<file path="src/design/rbc_pkg.sv">
// Package with shared types, codes and widths for the reconnect backoff controller.
`timescale 1ns / 1ps
`default_nettype none
package rbc_pkg;

  localparam int unsigned DelayBits = 24;
  localparam int unsigned CountBits = 32;
  localparam int unsigned ProdBits  = DelayBits + 8;
  localparam int unsigned SumBits   = 40;
  localparam int unsigned TickBits  = 32;
  localparam int unsigned MeanBits  = 32;
  localparam int unsigned CfgIdxBits = 3;
  localparam int unsigned CfgDataBits = 24;
  localparam int unsigned DivCntBits = 6;

  localparam logic [2:0] FuncTick      = 3'd0;
  localparam logic [2:0] FuncState     = 3'd1;
  localparam logic [2:0] FuncNet       = 3'd2;
  localparam logic [2:0] FuncStart     = 3'd3;
  localparam logic [2:0] FuncCancel    = 3'd4;
  localparam logic [2:0] FuncReconn    = 3'd5;

  localparam logic [2:0] LsConnected    = 3'd1;
  localparam logic [2:0] LsDisconnected = 3'd2;
  localparam logic [2:0] LsReconnecting = 3'd3;
  localparam logic [2:0] LsFailed       = 3'd4;

  localparam logic [2:0] EvNone   = 3'd0;
  localparam logic [2:0] EvDisc   = 3'd1;
  localparam logic [2:0] EvRecon  = 3'd2;
  localparam logic [2:0] EvDone   = 3'd3;
  localparam logic [2:0] EvFailed = 3'd4;
  localparam logic [2:0] EvIce    = 3'd5;

  localparam logic [1:0] StratNone      = 2'd0;
  localparam logic [1:0] StratImmediate = 2'd1;
  localparam logic [1:0] StratLinear    = 2'd2;
  localparam logic [1:0] StratExp       = 2'd3;

  localparam logic [CfgIdxBits-1:0] RegStrategy = 3'd0;
  localparam logic [CfgIdxBits-1:0] RegInitial  = 3'd1;
  localparam logic [CfgIdxBits-1:0] RegMax      = 3'd2;
  localparam logic [CfgIdxBits-1:0] RegFactor   = 3'd3;
  localparam logic [CfgIdxBits-1:0] RegLimit    = 3'd4;
  localparam logic [CfgIdxBits-1:0] RegIce      = 3'd5;

  typedef struct packed {
    logic [2:0] func;
    logic [2:0] new_link_state;
    logic       net_up;
  } in_t;

  typedef struct packed {
    logic [2:0]           event_res;
    logic [7:0]           attempt_count;
    logic [2:0]           link_state;
    logic                 recov_active;
    logic                 start_accepted;
    logic [DelayBits-1:0] next_delay_ms;
    logic [CountBits-1:0] disconnect_total;
    logic [CountBits-1:0] success_total;
    logic [CountBits-1:0] failure_total;
    logic [CountBits-1:0] ice_restart_total;
    logic [SumBits-1:0]   downtime_total_ms;
    logic [MeanBits-1:0]  mean_recovery_ms;
  } out_t;

  typedef struct packed {
    logic [1:0]           strategy;
    logic [15:0]          initial_delay_ms;
    logic [DelayBits-1:0] max_delay_ms;
    logic [11:0]          backoff_factor;
    logic [7:0]           attempt_limit;
    logic                 ice_restart_enable;
  } cfg_t;

  // Commands from the controller to the datapath.
  typedef struct packed {
    logic step;      // run the event logic on the held item
    logic mul;       // register the growth multiply
    logic div_start; // load the divider
    logic div_step;  // one restoring division step
    logic div_done;  // store the mean
  } cmd_t;

  // Status from the datapath to the controller.
  typedef struct packed {
    logic need_mul;  // attempt advances, growth product must be updated
    logic need_div;  // success, mean must be recomputed
    logic div_last;  // last division step
  } sts_t;

endpackage
`default_nettype wire

</file>
<file path="src/design/rbc_if.sv">
// Valid/ready channel interface used for the item and result streams.
`timescale 1ns / 1ps
`default_nettype none
interface rbc_if #(
  parameter type T = logic
);
  logic valid;
  logic ready;
  T     data;
  modport source(output valid, output data, input ready);
  modport sink(input valid, input data, output ready);
endinterface
`default_nettype wire

</file>
<file path="src/design/rbc_ctrl.sv">
// Controller state machine sequencing event, multiply and divide steps.
`timescale 1ns / 1ps
`default_nettype none
module rbc_ctrl (
  input  wire logic          clk_i,
  input  wire logic          rst_ni,
  input  wire logic          in_valid_i,
  output logic               in_ready_o,
  output logic               out_valid_o,
  input  wire logic          out_ready_i,
  input  wire rbc_pkg::sts_t sts_i,
  output rbc_pkg::cmd_t      cmd_o
);
  localparam logic [2:0] StIdle = 3'd0;
  localparam logic [2:0] StEval = 3'd1;
  localparam logic [2:0] StMul  = 3'd2;
  localparam logic [2:0] StDivL = 3'd3;
  localparam logic [2:0] StDiv  = 3'd4;
  localparam logic [2:0] StOut  = 3'd5;

  logic [2:0] state_q, state_d;

  assign in_ready_o  = (state_q == StIdle);
  assign out_valid_o = (state_q == StOut);

  always_comb begin
    state_d = state_q;
    cmd_o   = '0;
    case (state_q)
      StIdle: begin
        if (in_valid_i) state_d = StEval;
      end
      StEval: begin
        // Multiply first so the next attempt sees the new product.
        if (sts_i.need_mul) begin
          cmd_o.mul = 1'b1;
          state_d   = StMul;
        end else begin
          cmd_o.step = 1'b1;
          state_d    = sts_i.need_div ? StDivL : StOut;
        end
      end
      StMul: begin
        cmd_o.step = 1'b1;
        state_d    = StOut;
      end
      StDivL: begin
        cmd_o.div_start = 1'b1;
        state_d         = StDiv;
      end
      StDiv: begin
        cmd_o.div_step = 1'b1;
        if (sts_i.div_last) begin
          cmd_o.div_done = 1'b1;
          state_d        = StOut;
        end
      end
      StOut: begin
        if (out_ready_i) state_d = StIdle;
      end
      default: state_d = StIdle;
    endcase
  end

  always_ff @(posedge clk_i or negedge rst_ni) begin
    if (!rst_ni) state_q <= StIdle;
    else state_q <= state_d;
  end
endmodule
`default_nettype wire

</file>
<file path="src/design/rbc_dp.sv">
// Datapath: link state, attempt and delay registers, counters and mean divider.
`timescale 1ns / 1ps
`default_nettype none
module rbc_dp (
  input  wire logic                                  clk_i,
  input  wire logic                                  rst_ni,
  input  wire logic                                  load_i,
  input  wire rbc_pkg::in_t                          item_i,
  input  wire logic                                  cfg_we_i,
  input  wire logic [rbc_pkg::CfgIdxBits-1:0]        cfg_idx_i,
  input  wire logic [rbc_pkg::CfgDataBits-1:0]       cfg_data_i,
  input  wire rbc_pkg::cmd_t                         cmd_i,
  output rbc_pkg::sts_t                              sts_o,
  output rbc_pkg::out_t                              res_o
);
  localparam int unsigned DB = rbc_pkg::DelayBits;
  localparam int unsigned PB = rbc_pkg::ProdBits;
  localparam int unsigned CB = rbc_pkg::CountBits;
  localparam int unsigned SB = rbc_pkg::SumBits;
  localparam int unsigned TB = rbc_pkg::TickBits;
  localparam int unsigned MB = rbc_pkg::MeanBits;
  localparam int unsigned NB = rbc_pkg::DivCntBits;

  rbc_pkg::cfg_t cfg_q;
  rbc_pkg::in_t  item_q;

  logic [2:0]    link_q, link_d;
  logic          rec_q, rec_d;
  logic [7:0]    att_q, att_d;
  logic [DB-1:0] delay_q, delay_d;
  logic [DB-1:0] rem_q, rem_d;
  logic [PB-1:0] prod_q, prod_d;
  logic [PB-1:0] newprod_q;
  logic [TB-1:0] down_q, down_d;
  logic [CB-1:0] disc_q, disc_d, succ_q, succ_d, fail_q, fail_d, ice_q, ice_d;
  logic [SB-1:0] sum_q, sum_d;
  logic [MB-1:0] mean_q;
  logic [2:0]    ev_d, ev_q;
  logic          acc_d, acc_q;

  // Divider state: restoring, one quotient bit per cycle.
  logic [SB-1:0] dquo_q;
  logic [CB:0]   drem_q;
  logic [NB-1:0] dcnt_q;

  // Combinational decode of the held item.
  logic          tick_end, tick_rem_zero;
  logic [DB-1:0] rem_dec;
  logic          do_attempt, do_fail;
  logic [7:0]    att_base;
  logic [PB-1:0] prod_base;
  logic [DB-1:0] delay_calc;
  logic [DB+8:0] lin_prod;
  logic [PB-1:0] prod_shr;
  logic [PB+12-1:0] mul_full;
  logic [PB+12-9:0] mul_shr;
  logic [SB:0]   sum_add;

  function automatic logic [CB-1:0] sat_inc(input logic [CB-1:0] v);
    sat_inc = (&v) ? v : v + 1'b1;
  endfunction

  always_comb begin
    rem_dec       = (rem_q != '0) ? rem_q - 1'b1 : rem_q;
    tick_rem_zero = (rem_dec == '0);
    tick_end      = (item_q.func == rbc_pkg::FuncTick) && rec_q && tick_rem_zero;
    sts_o.need_mul = tick_end && (link_q != rbc_pkg::LsConnected);
    sts_o.need_div = tick_end && (link_q == rbc_pkg::LsConnected);
    sts_o.div_last = (dcnt_q == NB'(SB - 1));
  end

  assign mul_full = prod_q * cfg_q.backoff_factor;
  assign mul_shr  = mul_full[PB+12-1:8];

  always_comb begin
    att_base  = sts_o.need_mul ? ((&att_q) ? att_q : att_q + 1'b1) : 8'd0;
    prod_base = sts_o.need_mul ? newprod_q : {{(PB-24){1'b0}}, cfg_q.initial_delay_ms, 8'd0};
    prod_shr  = prod_base >> 8;
    lin_prod  = cfg_q.initial_delay_ms * ({1'b0, att_base} + 9'd1);
    case (cfg_q.strategy)
      rbc_pkg::StratImmediate: delay_calc = DB'(cfg_q.initial_delay_ms);
      rbc_pkg::StratLinear: delay_calc = (|lin_prod[DB+8:DB]) ? '1 : lin_prod[DB-1:0];
      rbc_pkg::StratExp: delay_calc = (prod_shr > PB'(cfg_q.max_delay_ms)) ?
                                      cfg_q.max_delay_ms : prod_shr[DB-1:0];
      default: delay_calc = '0;
    endcase
  end

  always_comb begin
    link_d = link_q; rec_d = rec_q; att_d = att_q; delay_d = delay_q; rem_d = rem_q;
    prod_d = prod_q; down_d = down_q; disc_d = disc_q; succ_d = succ_q;
    fail_d = fail_q; ice_d = ice_q; sum_d = sum_q;
    ev_d = rbc_pkg::EvNone; acc_d = 1'b0;
    do_attempt = 1'b0; do_fail = 1'b0;
    sum_add = {1'b0, sum_q} + (SB+1)'(down_q);
    case (item_q.func)
      rbc_pkg::FuncTick: begin
        down_d = (&down_q) ? down_q : down_q + 1'b1;
        if (rec_q) begin
          rem_d = rem_dec;
          if (tick_rem_zero) begin
            if (link_q == rbc_pkg::LsConnected) begin
              // The downtime of this tick is part of the recovery.
              sum_add = {1'b0, sum_q} + (SB+1)'(down_d);
              succ_d = sat_inc(succ_q);
              sum_d  = sum_add[SB] ? '1 : sum_add[SB-1:0];
              rec_d  = 1'b0;
              ev_d   = rbc_pkg::EvDone;
            end else begin
              att_d  = att_base;
              prod_d = newprod_q;
              do_attempt = 1'b1;
            end
          end
        end
      end
      rbc_pkg::FuncState: begin
        if (link_q == rbc_pkg::LsConnected &&
            item_q.new_link_state == rbc_pkg::LsDisconnected) begin
          disc_d = sat_inc(disc_q);
          down_d = '0;
          ev_d   = rbc_pkg::EvDisc;
        end
        link_d = item_q.new_link_state;
      end
      rbc_pkg::FuncNet: begin
        if (item_q.net_up && cfg_q.ice_restart_enable) begin
          ice_d = sat_inc(ice_q);
          ev_d  = rbc_pkg::EvIce;
        end
      end
      rbc_pkg::FuncStart: begin
        if (cfg_q.strategy != rbc_pkg::StratNone && !rec_q) begin
          acc_d  = 1'b1;
          att_d  = 8'd0;
          rec_d  = 1'b1;
          prod_d = prod_base;
          do_attempt = 1'b1;
        end
      end
      rbc_pkg::FuncCancel: begin
        if (rec_q) do_fail = 1'b1;
      end
      rbc_pkg::FuncReconn: link_d = rbc_pkg::LsConnected;
      default: ;
    endcase
    if (do_attempt) begin
      if (att_d < cfg_q.attempt_limit) begin
        delay_d = delay_calc;
        rem_d   = delay_calc;
        link_d  = rbc_pkg::LsReconnecting;
        ev_d    = rbc_pkg::EvRecon;
      end else begin
        do_fail = 1'b1;
      end
    end
    if (do_fail) begin
      link_d = rbc_pkg::LsFailed;
      fail_d = sat_inc(fail_q);
      rec_d  = 1'b0;
      ev_d   = rbc_pkg::EvFailed;
    end
  end

  always_ff @(posedge clk_i) begin
    if (load_i) item_q <= item_i;
    if (cmd_i.mul) newprod_q <= (|mul_shr[PB+12-9:PB]) ? '1 : mul_shr[PB-1:0];
  end

  logic [CB:0] trial;
  assign trial = {drem_q[CB-1:0], dquo_q[SB-1]};

  always_ff @(posedge clk_i or negedge rst_ni) begin
    if (!rst_ni) begin
      cfg_q <= '{strategy: rbc_pkg::StratExp, initial_delay_ms: 16'd1000,
                 max_delay_ms: DB'(30000), backoff_factor: 12'd512, attempt_limit: 8'd10,
                 ice_restart_enable: 1'b1};
      link_q <= '0; rec_q <= 1'b0; att_q <= '0; delay_q <= DB'(1000); rem_q <= '0;
      prod_q <= '0; down_q <= '0; disc_q <= '0; succ_q <= '0; fail_q <= '0;
      ice_q <= '0; sum_q <= '0; mean_q <= '0; ev_q <= rbc_pkg::EvNone; acc_q <= 1'b0;
      dquo_q <= '0; drem_q <= '0; dcnt_q <= '0;
    end else begin
      if (cfg_we_i) begin
        case (cfg_idx_i)
          rbc_pkg::RegStrategy: cfg_q.strategy         <= cfg_data_i[1:0];
          rbc_pkg::RegInitial:  cfg_q.initial_delay_ms <= cfg_data_i[15:0];
          rbc_pkg::RegMax:      cfg_q.max_delay_ms     <= cfg_data_i[DB-1:0];
          rbc_pkg::RegFactor:   cfg_q.backoff_factor   <= cfg_data_i[11:0];
          rbc_pkg::RegLimit:    cfg_q.attempt_limit    <= cfg_data_i[7:0];
          rbc_pkg::RegIce:      cfg_q.ice_restart_enable <= cfg_data_i[0];
          default: ;
        endcase
      end
      if (cmd_i.step) begin
        link_q <= link_d; rec_q <= rec_d; att_q <= att_d; delay_q <= delay_d;
        rem_q <= rem_d; prod_q <= prod_d; down_q <= down_d; disc_q <= disc_d;
        succ_q <= succ_d; fail_q <= fail_d; ice_q <= ice_d; sum_q <= sum_d;
        ev_q <= ev_d; acc_q <= acc_d;
      end
      if (cmd_i.div_start) begin
        dquo_q <= sum_q; drem_q <= '0; dcnt_q <= '0;
      end else if (cmd_i.div_step) begin
        // Shift in one dividend bit, subtract the success count if it fits.
        if (trial >= {1'b0, succ_q}) begin
          drem_q <= trial - {1'b0, succ_q};
          dquo_q <= {dquo_q[SB-2:0], 1'b1};
        end else begin
          drem_q <= trial;
          dquo_q <= {dquo_q[SB-2:0], 1'b0};
        end
        dcnt_q <= dcnt_q + 1'b1;
      end
      if (cmd_i.div_done) begin
        if (trial >= {1'b0, succ_q})
          mean_q <= (|dquo_q[SB-2:MB-1]) ? '1 : {dquo_q[MB-2:0], 1'b1};
        else
          mean_q <= (|dquo_q[SB-2:MB-1]) ? '1 : {dquo_q[MB-2:0], 1'b0};
      end
    end
  end

  assign res_o = '{event_res: ev_q, attempt_count: att_q, link_state: link_q,
                   recov_active: rec_q, start_accepted: acc_q, next_delay_ms: delay_q,
                   disconnect_total: disc_q, success_total: succ_q, failure_total: fail_q,
                   ice_restart_total: ice_q, downtime_total_ms: sum_q,
                   mean_recovery_ms: mean_q};
endmodule
`default_nettype wire

</file>
<file path="src/design/reconnect_backoff_controller_top.sv">
// Top level of the reconnect backoff controller.
`timescale 1ns / 1ps
`default_nettype none
// One event beat in, one result beat out. An item passes the evaluate and
// output states; a retry adds the registered multiply of the exponential
// growth product, and a successful recovery adds the load and step states of
// the restoring divider that recomputes the mean recovery time, one quotient
// bit per cycle over the 40-bit downtime sum. One item is in work at a time;
// the next is taken after the result beat. Configuration writes land at once.
module reconnect_backoff_controller_top (
  input  wire logic                            clk_i,
  input  wire logic                            rst_ni,
  rbc_if.sink                                  in_if,
  rbc_if.source                                out_if,
  input  wire logic                            cfg_we_i,
  input  wire logic [rbc_pkg::CfgIdxBits-1:0]  cfg_idx_i,
  input  wire logic [rbc_pkg::CfgDataBits-1:0] cfg_data_i
);
  rbc_pkg::cmd_t cmd;
  rbc_pkg::sts_t sts;
  logic          in_ready;
  logic          out_valid;

  assign in_if.ready  = in_ready;
  assign out_if.valid = out_valid;

  rbc_ctrl u_ctrl (
    .clk_i(clk_i), .rst_ni(rst_ni), .in_valid_i(in_if.valid), .in_ready_o(in_ready),
    .out_valid_o(out_valid), .out_ready_i(out_if.ready), .sts_i(sts), .cmd_o(cmd)
  );

  rbc_dp u_dp (
    .clk_i(clk_i), .rst_ni(rst_ni), .load_i(in_if.valid && in_ready), .item_i(in_if.data),
    .cfg_we_i(cfg_we_i), .cfg_idx_i(cfg_idx_i), .cfg_data_i(cfg_data_i),
    .cmd_i(cmd), .sts_o(sts), .res_o(out_if.data)
  );

  a_one_side: assert property (@(posedge clk_i) disable iff (!rst_ni)
    !(in_ready && out_valid)) else $error("input and output active together");
  a_div_ends: assert property (@(posedge clk_i) disable iff (!rst_ni)
    cmd.div_done |-> cmd.div_step) else $error("divider finished without a step");
  a_step_once: assert property (@(posedge clk_i) disable iff (!rst_ni)
    cmd.step |=> !cmd.step) else $error("event logic applied twice");
endmodule
`default_nettype wire

</file>
<file path="src/flat_wrapper.sv">
// flat-port wrapper written by rule: the top's interface ports become plain ports
module reconnect_backoff_controller_top_flat 
  (clk_i, rst_ni, cfg_we_i, cfg_idx_i, cfg_data_i, in_if_valid, in_if_data, in_if_ready, out_if_valid, out_if_data, out_if_ready);
  rbc_if #(.T(rbc_pkg::in_t)) in_if_i ();
  rbc_if #(.T(rbc_pkg::out_t)) out_if_i ();
  input  wire logic clk_i;
  input  wire logic rst_ni;
  input  wire logic cfg_we_i;
  input  wire logic [rbc_pkg::CfgIdxBits-1:0] cfg_idx_i;
  input  wire logic [rbc_pkg::CfgDataBits-1:0] cfg_data_i;
  input wire logic [$bits(in_if_i.valid)-1:0] in_if_valid;
  input wire logic [$bits(in_if_i.data)-1:0] in_if_data;
  output wire logic [$bits(in_if_i.ready)-1:0] in_if_ready;
  output wire logic [$bits(out_if_i.valid)-1:0] out_if_valid;
  output wire logic [$bits(out_if_i.data)-1:0] out_if_data;
  input wire logic [$bits(out_if_i.ready)-1:0] out_if_ready;
  assign in_if_i.valid = in_if_valid;
  assign in_if_i.data = in_if_data;
  assign in_if_ready = in_if_i.ready;
  assign out_if_valid = out_if_i.valid;
  assign out_if_data = out_if_i.data;
  assign out_if_i.ready = out_if_ready;
  reconnect_backoff_controller_top u_core (.clk_i(clk_i), .rst_ni(rst_ni), .in_if(in_if_i), .out_if(out_if_i), .cfg_we_i(cfg_we_i), .cfg_idx_i(cfg_idx_i), .cfg_data_i(cfg_data_i));
endmodule
</file>
<file path="config.mk">
export PLATFORM = sky130hd
export DESIGN_NAME = reconnect_backoff_controller_top_flat
export DESIGN_NICKNAME = d
export VERILOG_FILES = /design/src/design/rbc_pkg.sv /design/src/design/rbc_if.sv /design/src/design/rbc_ctrl.sv /design/src/design/rbc_dp.sv /design/src/design/reconnect_backoff_controller_top.sv /design/src/flat_wrapper.sv
export SDC_FILE = /design/constraint.sdc
export NUM_CORES = 2
export LEC_CHECK = 0
export BUFFER_PORTS_ARGS = -buffer_cell sky130_fd_sc_hd__buf_2
export CAP_MARGIN = 20
export CORE_UTILIZATION = 40
export CTS_BUF_LIST = sky130_fd_sc_hd__clkbuf_2 sky130_fd_sc_hd__clkbuf_4 sky130_fd_sc_hd__clkbuf_8
export DETAILED_ROUTE_END_ITERATION = 6
export GPL_ROUTABILITY_DRIVEN = 0
export HOLD_SLACK_MARGIN = 0.06
export PLACE_DENSITY = 0.56
export SLEW_MARGIN = 25
export SYNTH_ARGS = -nofsm -noshare
export SYNTH_HDL_FRONTEND = slang
export SYNTH_SLANG_ARGS = --single-unit
</file>
<file path="constraint.sdc">
create_clock -name clk_i -period 13.86 [get_ports clk_i]
set_input_delay 2.772 -clock clk_i [delete_from_list [all_inputs] [get_ports clk_i]]
set_output_delay 2.772 -clock clk_i [all_outputs]
set_load 0.03 [all_outputs]
</file>
==> impl_metrics.csv <==
group,metric,value,unit
timing,rsz0062_at_grt,"no",
clock_tree,insertion_delay,0.77,ns
timing,finalSetupViolCount,0,
synthesis,synth_edf_count,39,
worst_setup_path,cp-end-kind,"flip-flop",
worst_setup_path,critPathRequiredTime,14.47,ns
global_routing,grt_max_degree,89,
detailed_routing,dr.pass1.iters,7,
synthesis,avgSynthCellArea,9.07,um2
final_layout,layout-drive-gt1-share,12.1,%
detailed_routing,drc_errors,6,
placed_design,dp_hpwl,99300,um
synthesis,seq_area_frac_synth,29.8,%
synthesis,syn_nets,5481,
global_routing,grt_pass1_wl,211000,um
synthesis,yosys.area.top_type_share,25.6,%
worst_setup_path,cp_max_fo,19,
synthesis,syn_area,43600,um2
synthesis,synthTopCellsByArea,"dfrtp_1 26%, fa_1 18%, ha_1 6.5%",
synthesis,yosysMostFrequentCell,"nand2_1",
floorplan,ios,281,
final_layout,finalNetCount,5681,
worst_hold_path,hold_depth,2,
flow_run,cap_violations,0,
final_layout,ff_latch_area,13000,um2
detailed_routing,drtAntennaViolNets,0,
synthesis,synth_cell_types,83,
detailed_routing,vias,35734,
floorplan,die_w,332,um
outcome,violations,"design-rule violations",
timing,tightest_slew,1.01,ns
clock_tree,tritoncts,"yes",
worst_setup_path,slowest_stage,"xor2_1",
timing,worst_slack,3.47,ns
global_routing,grt_pass1_vias,36216,
timing,tns,0,ns
final_layout,area_growth,11.3,%
outcome,outcome,"complete, but fails checks",
clock_tree,cts_buffers,94,
synthesis,synthCells,4814,
clock_tree,hold_buffers,0,
clock_tree,root_buffer,"clkbuf_8",
worst_setup_path,cp.arrival,11.01,ns
timing,fmax,0.0962,GHz
detailed_routing,drt_wl_total,132000,um
detailed_routing,wire_per_inst,20.3,um
global_routing,grt_use_total,24.2,%
floorplan,core-area,108000,um2
worst_setup_path,setup.worst_path.start_class,"flip-flop",
power_and_ir_drop,p_leak,24.5,nW
worst_setup_path,cpMostUsedCell,"fa_1",
timing,period_share,75.0,%
power_and_ir_drop,power_density,131,nW/um2
clock_tree,cts.sinks,511,
floorplan,die_height,332,um
clock_tree,h-tree-depth,3,
synthesis,ys.warnings.count,0,
placed_design,portBuffers,280,
timing,slew_violations,0,
clock_tree,postCtsSetupRepairBufs,0,
synthesis,synth-seq-cells,511,
timing,max-slew-margin-rel,32.4,%
synthesis,synthFlopType,"dfrtp_1",
final_layout,multi_input_area,28000,um2
worst_setup_path,r2r_cells,29,
timing,final_hold_viol_count,0,
power_and_ir_drop,total_power,6.37,mW
timing,holdWs,0.472,ns
timing,fin_skew,0.0671,ns
floorplan,die-area,110000,um2
timing,fin_crit,10.39,ns
detailed_routing,vias_per_cell,5.50,
placed_design,pre_cts_slack,3.52,ns
detailed_routing,drt_iter0_drc,2706,
synthesis,synth-async-reset-ratio,92.4,%
final_layout,fill_cells,10547,
worst_setup_path,crit_type,"reg -> reg",
clock_tree,clock_path_buffers,3,
synthesis,synth.largest_area_cell,"dfrtp_1",
worst_hold_path,hp-class,"reg -> reg",
worst_setup_path,max_stage_delay,0.82,ns
power_and_ir_drop,peakVddDrop,102,uV
global_routing,gr-total-overflow,0,
floorplan,initial_utilization,40.5,%
global_routing,antenna_found_initial,12,
clock_tree,cts_resized,0,
floorplan,num_rows,120,
synthesis,yosys-top-cells-count,"750 x nand2_1, 505 x inv_1, 447 x dfrtp_1",
clock_tree,clk_pin_slew,0.06,ns
## path summary, 6_finish.rpt
path | start | endpoint | slack, ns
setup reg to reg | u_core.u_dp.rem_q[18] | u_core.u_dp.rem_q[20] | 3.47
hold reg to reg | u_core.u_dp.delay_q[21] | u_core.u_dp.delay_q[21] | 0.47
min in group asynchronous | rst_ni | u_core.u_dp.disc_q[29] | 2.04
max in group asynchronous | rst_ni | u_core.u_dp.ice_q[11] | 9.62
setup / recovery | u_core.u_dp.rem_q[18] | u_core.u_dp.rem_q[20] | 3.47
hold / removal | u_core.u_dp.delay_q[21] | u_core.u_dp.delay_q[21] | 0.47
## final cells by class
type | instances | share of cell area (%)
clock buffer | 144 | 3.64
tap | 1403 | 3.61
multi-input combinational | 3564 | 57.6
timing repair buffer | 338 | 3.81
sequential | 511 | 26.8
antenna | 6 | 0.0309
inverter | 505 | 3.90
clock inverter | 31 | 0.605
## where the power goes
part           internal (mW)  switching, mW
clock network          0.894          0.696
registers               1.77          0.289
logic                   1.06           1.66
## through the flow
step	cells	area, um2	util (%)
CTS	6496	48500	45.1
global route	6500	48600	45.1
global placement	6321	46500	43.2
finish	6502	48600	45.1
detailed placement	6321	46500	43.2
floorplan	4814	43600	-
## worst max-delay path: cells and delay by family, from the launching register on
kind            cells  cell delay [ns]
simple gates        9             3.56
compound gates      9             2.41
fa+ha+maj           5             2.40
buf+inv             4             0.43
xor+xnor            2             1.03
flops               1             0.43
## state kept, by name (all words and copies together) (netlist names)
register,flops
u_core.u_dp.att_q,8
u_core.u_dp.rec_q,1
u_core.u_dp.down_q,32
u_core.u_dp.disc_q,32
u_core.u_dp.delay_q,24
u_core.u_dp.succ_q,32
u_core.u_dp.ice_q,32
u_core.u_ctrl.state_q,3
u_core.u_dp.item_q,7
u_core.u_dp.mean_q,32
u_core.u_dp.prod_q,32
u_core.u_dp.newprod_q,32
u_core.u_dp.drem_q,32
u_core.u_dp.link_q,3
u_core.u_dp.fail_q,32
u_core.u_dp.dquo_q,40
u_core.u_dp.dcnt_q,6
u_core.u_dp.sum_q,40
u_core.u_dp.ev_q,3
u_core.u_dp.acc_q,1
u_core.u_dp.cfg_q,63
u_core.u_dp.rem_q,24
## layer usage
layer  wire, um  global-route usage (%)  vias up
met2      61800                    39.6     1042
met1      58800                    32.6    17855
met4       4280                    8.75       10
met5         60                       0        -
met3       7290                    3.46      228
li1           -                       -    16599
## cells by family (layout without fill, tap and decap cells)
kind of cell / Yosys count / in the layout / synth area share (%)
and+or+nand+nor: 1710 / 1710 / 18.7
AOI/OAI and AO/OA: 900 / 900 / 13.4
buffers and inverters: 739 / 1018 / 6.42
adders and majority gates: 628 / 628 / 24.9
DFF: 511 / 511 / 29.8
xor gates and xnor gates: 260 / 260 / 5.22
muxes: 66 / 66 / 1.59
other: 0 / 6 / 0
## layout by cell type, fill, tap and decap left out, drive strengths merged, types with 23 or more instances in the layout
| cell type | n |
|---|---|
| a21o | 101 |
| a31oi | 71 |
| clkinv | 23 |
| and2 | 166 |
| a21oi | 162 |
| o22a | 35 |
| dfstp | 25 |
| o21a | 28 |
| dfrtp | 447 |
| nor2 | 258 |
| nand4 | 58 |
| mux2 | 26 |
| ha | 228 |
| edfxtp | 39 |
| xnor2 | 167 |
| nand2 | 750 |
| clkbuf | 144 |
| buf | 338 |
| nand3 | 116 |
| fa | 400 |
| inv | 506 |
| and3 | 47 |
| and4 | 29 |
| o211ai | 27 |
| mux2i | 40 |
| o21ai | 247 |
| xor2 | 93 |
| a22oi | 34 |
| nor4 | 39 |
| nor3 | 125 |
No activity file was read; power rests on OpenSTA's default activity.
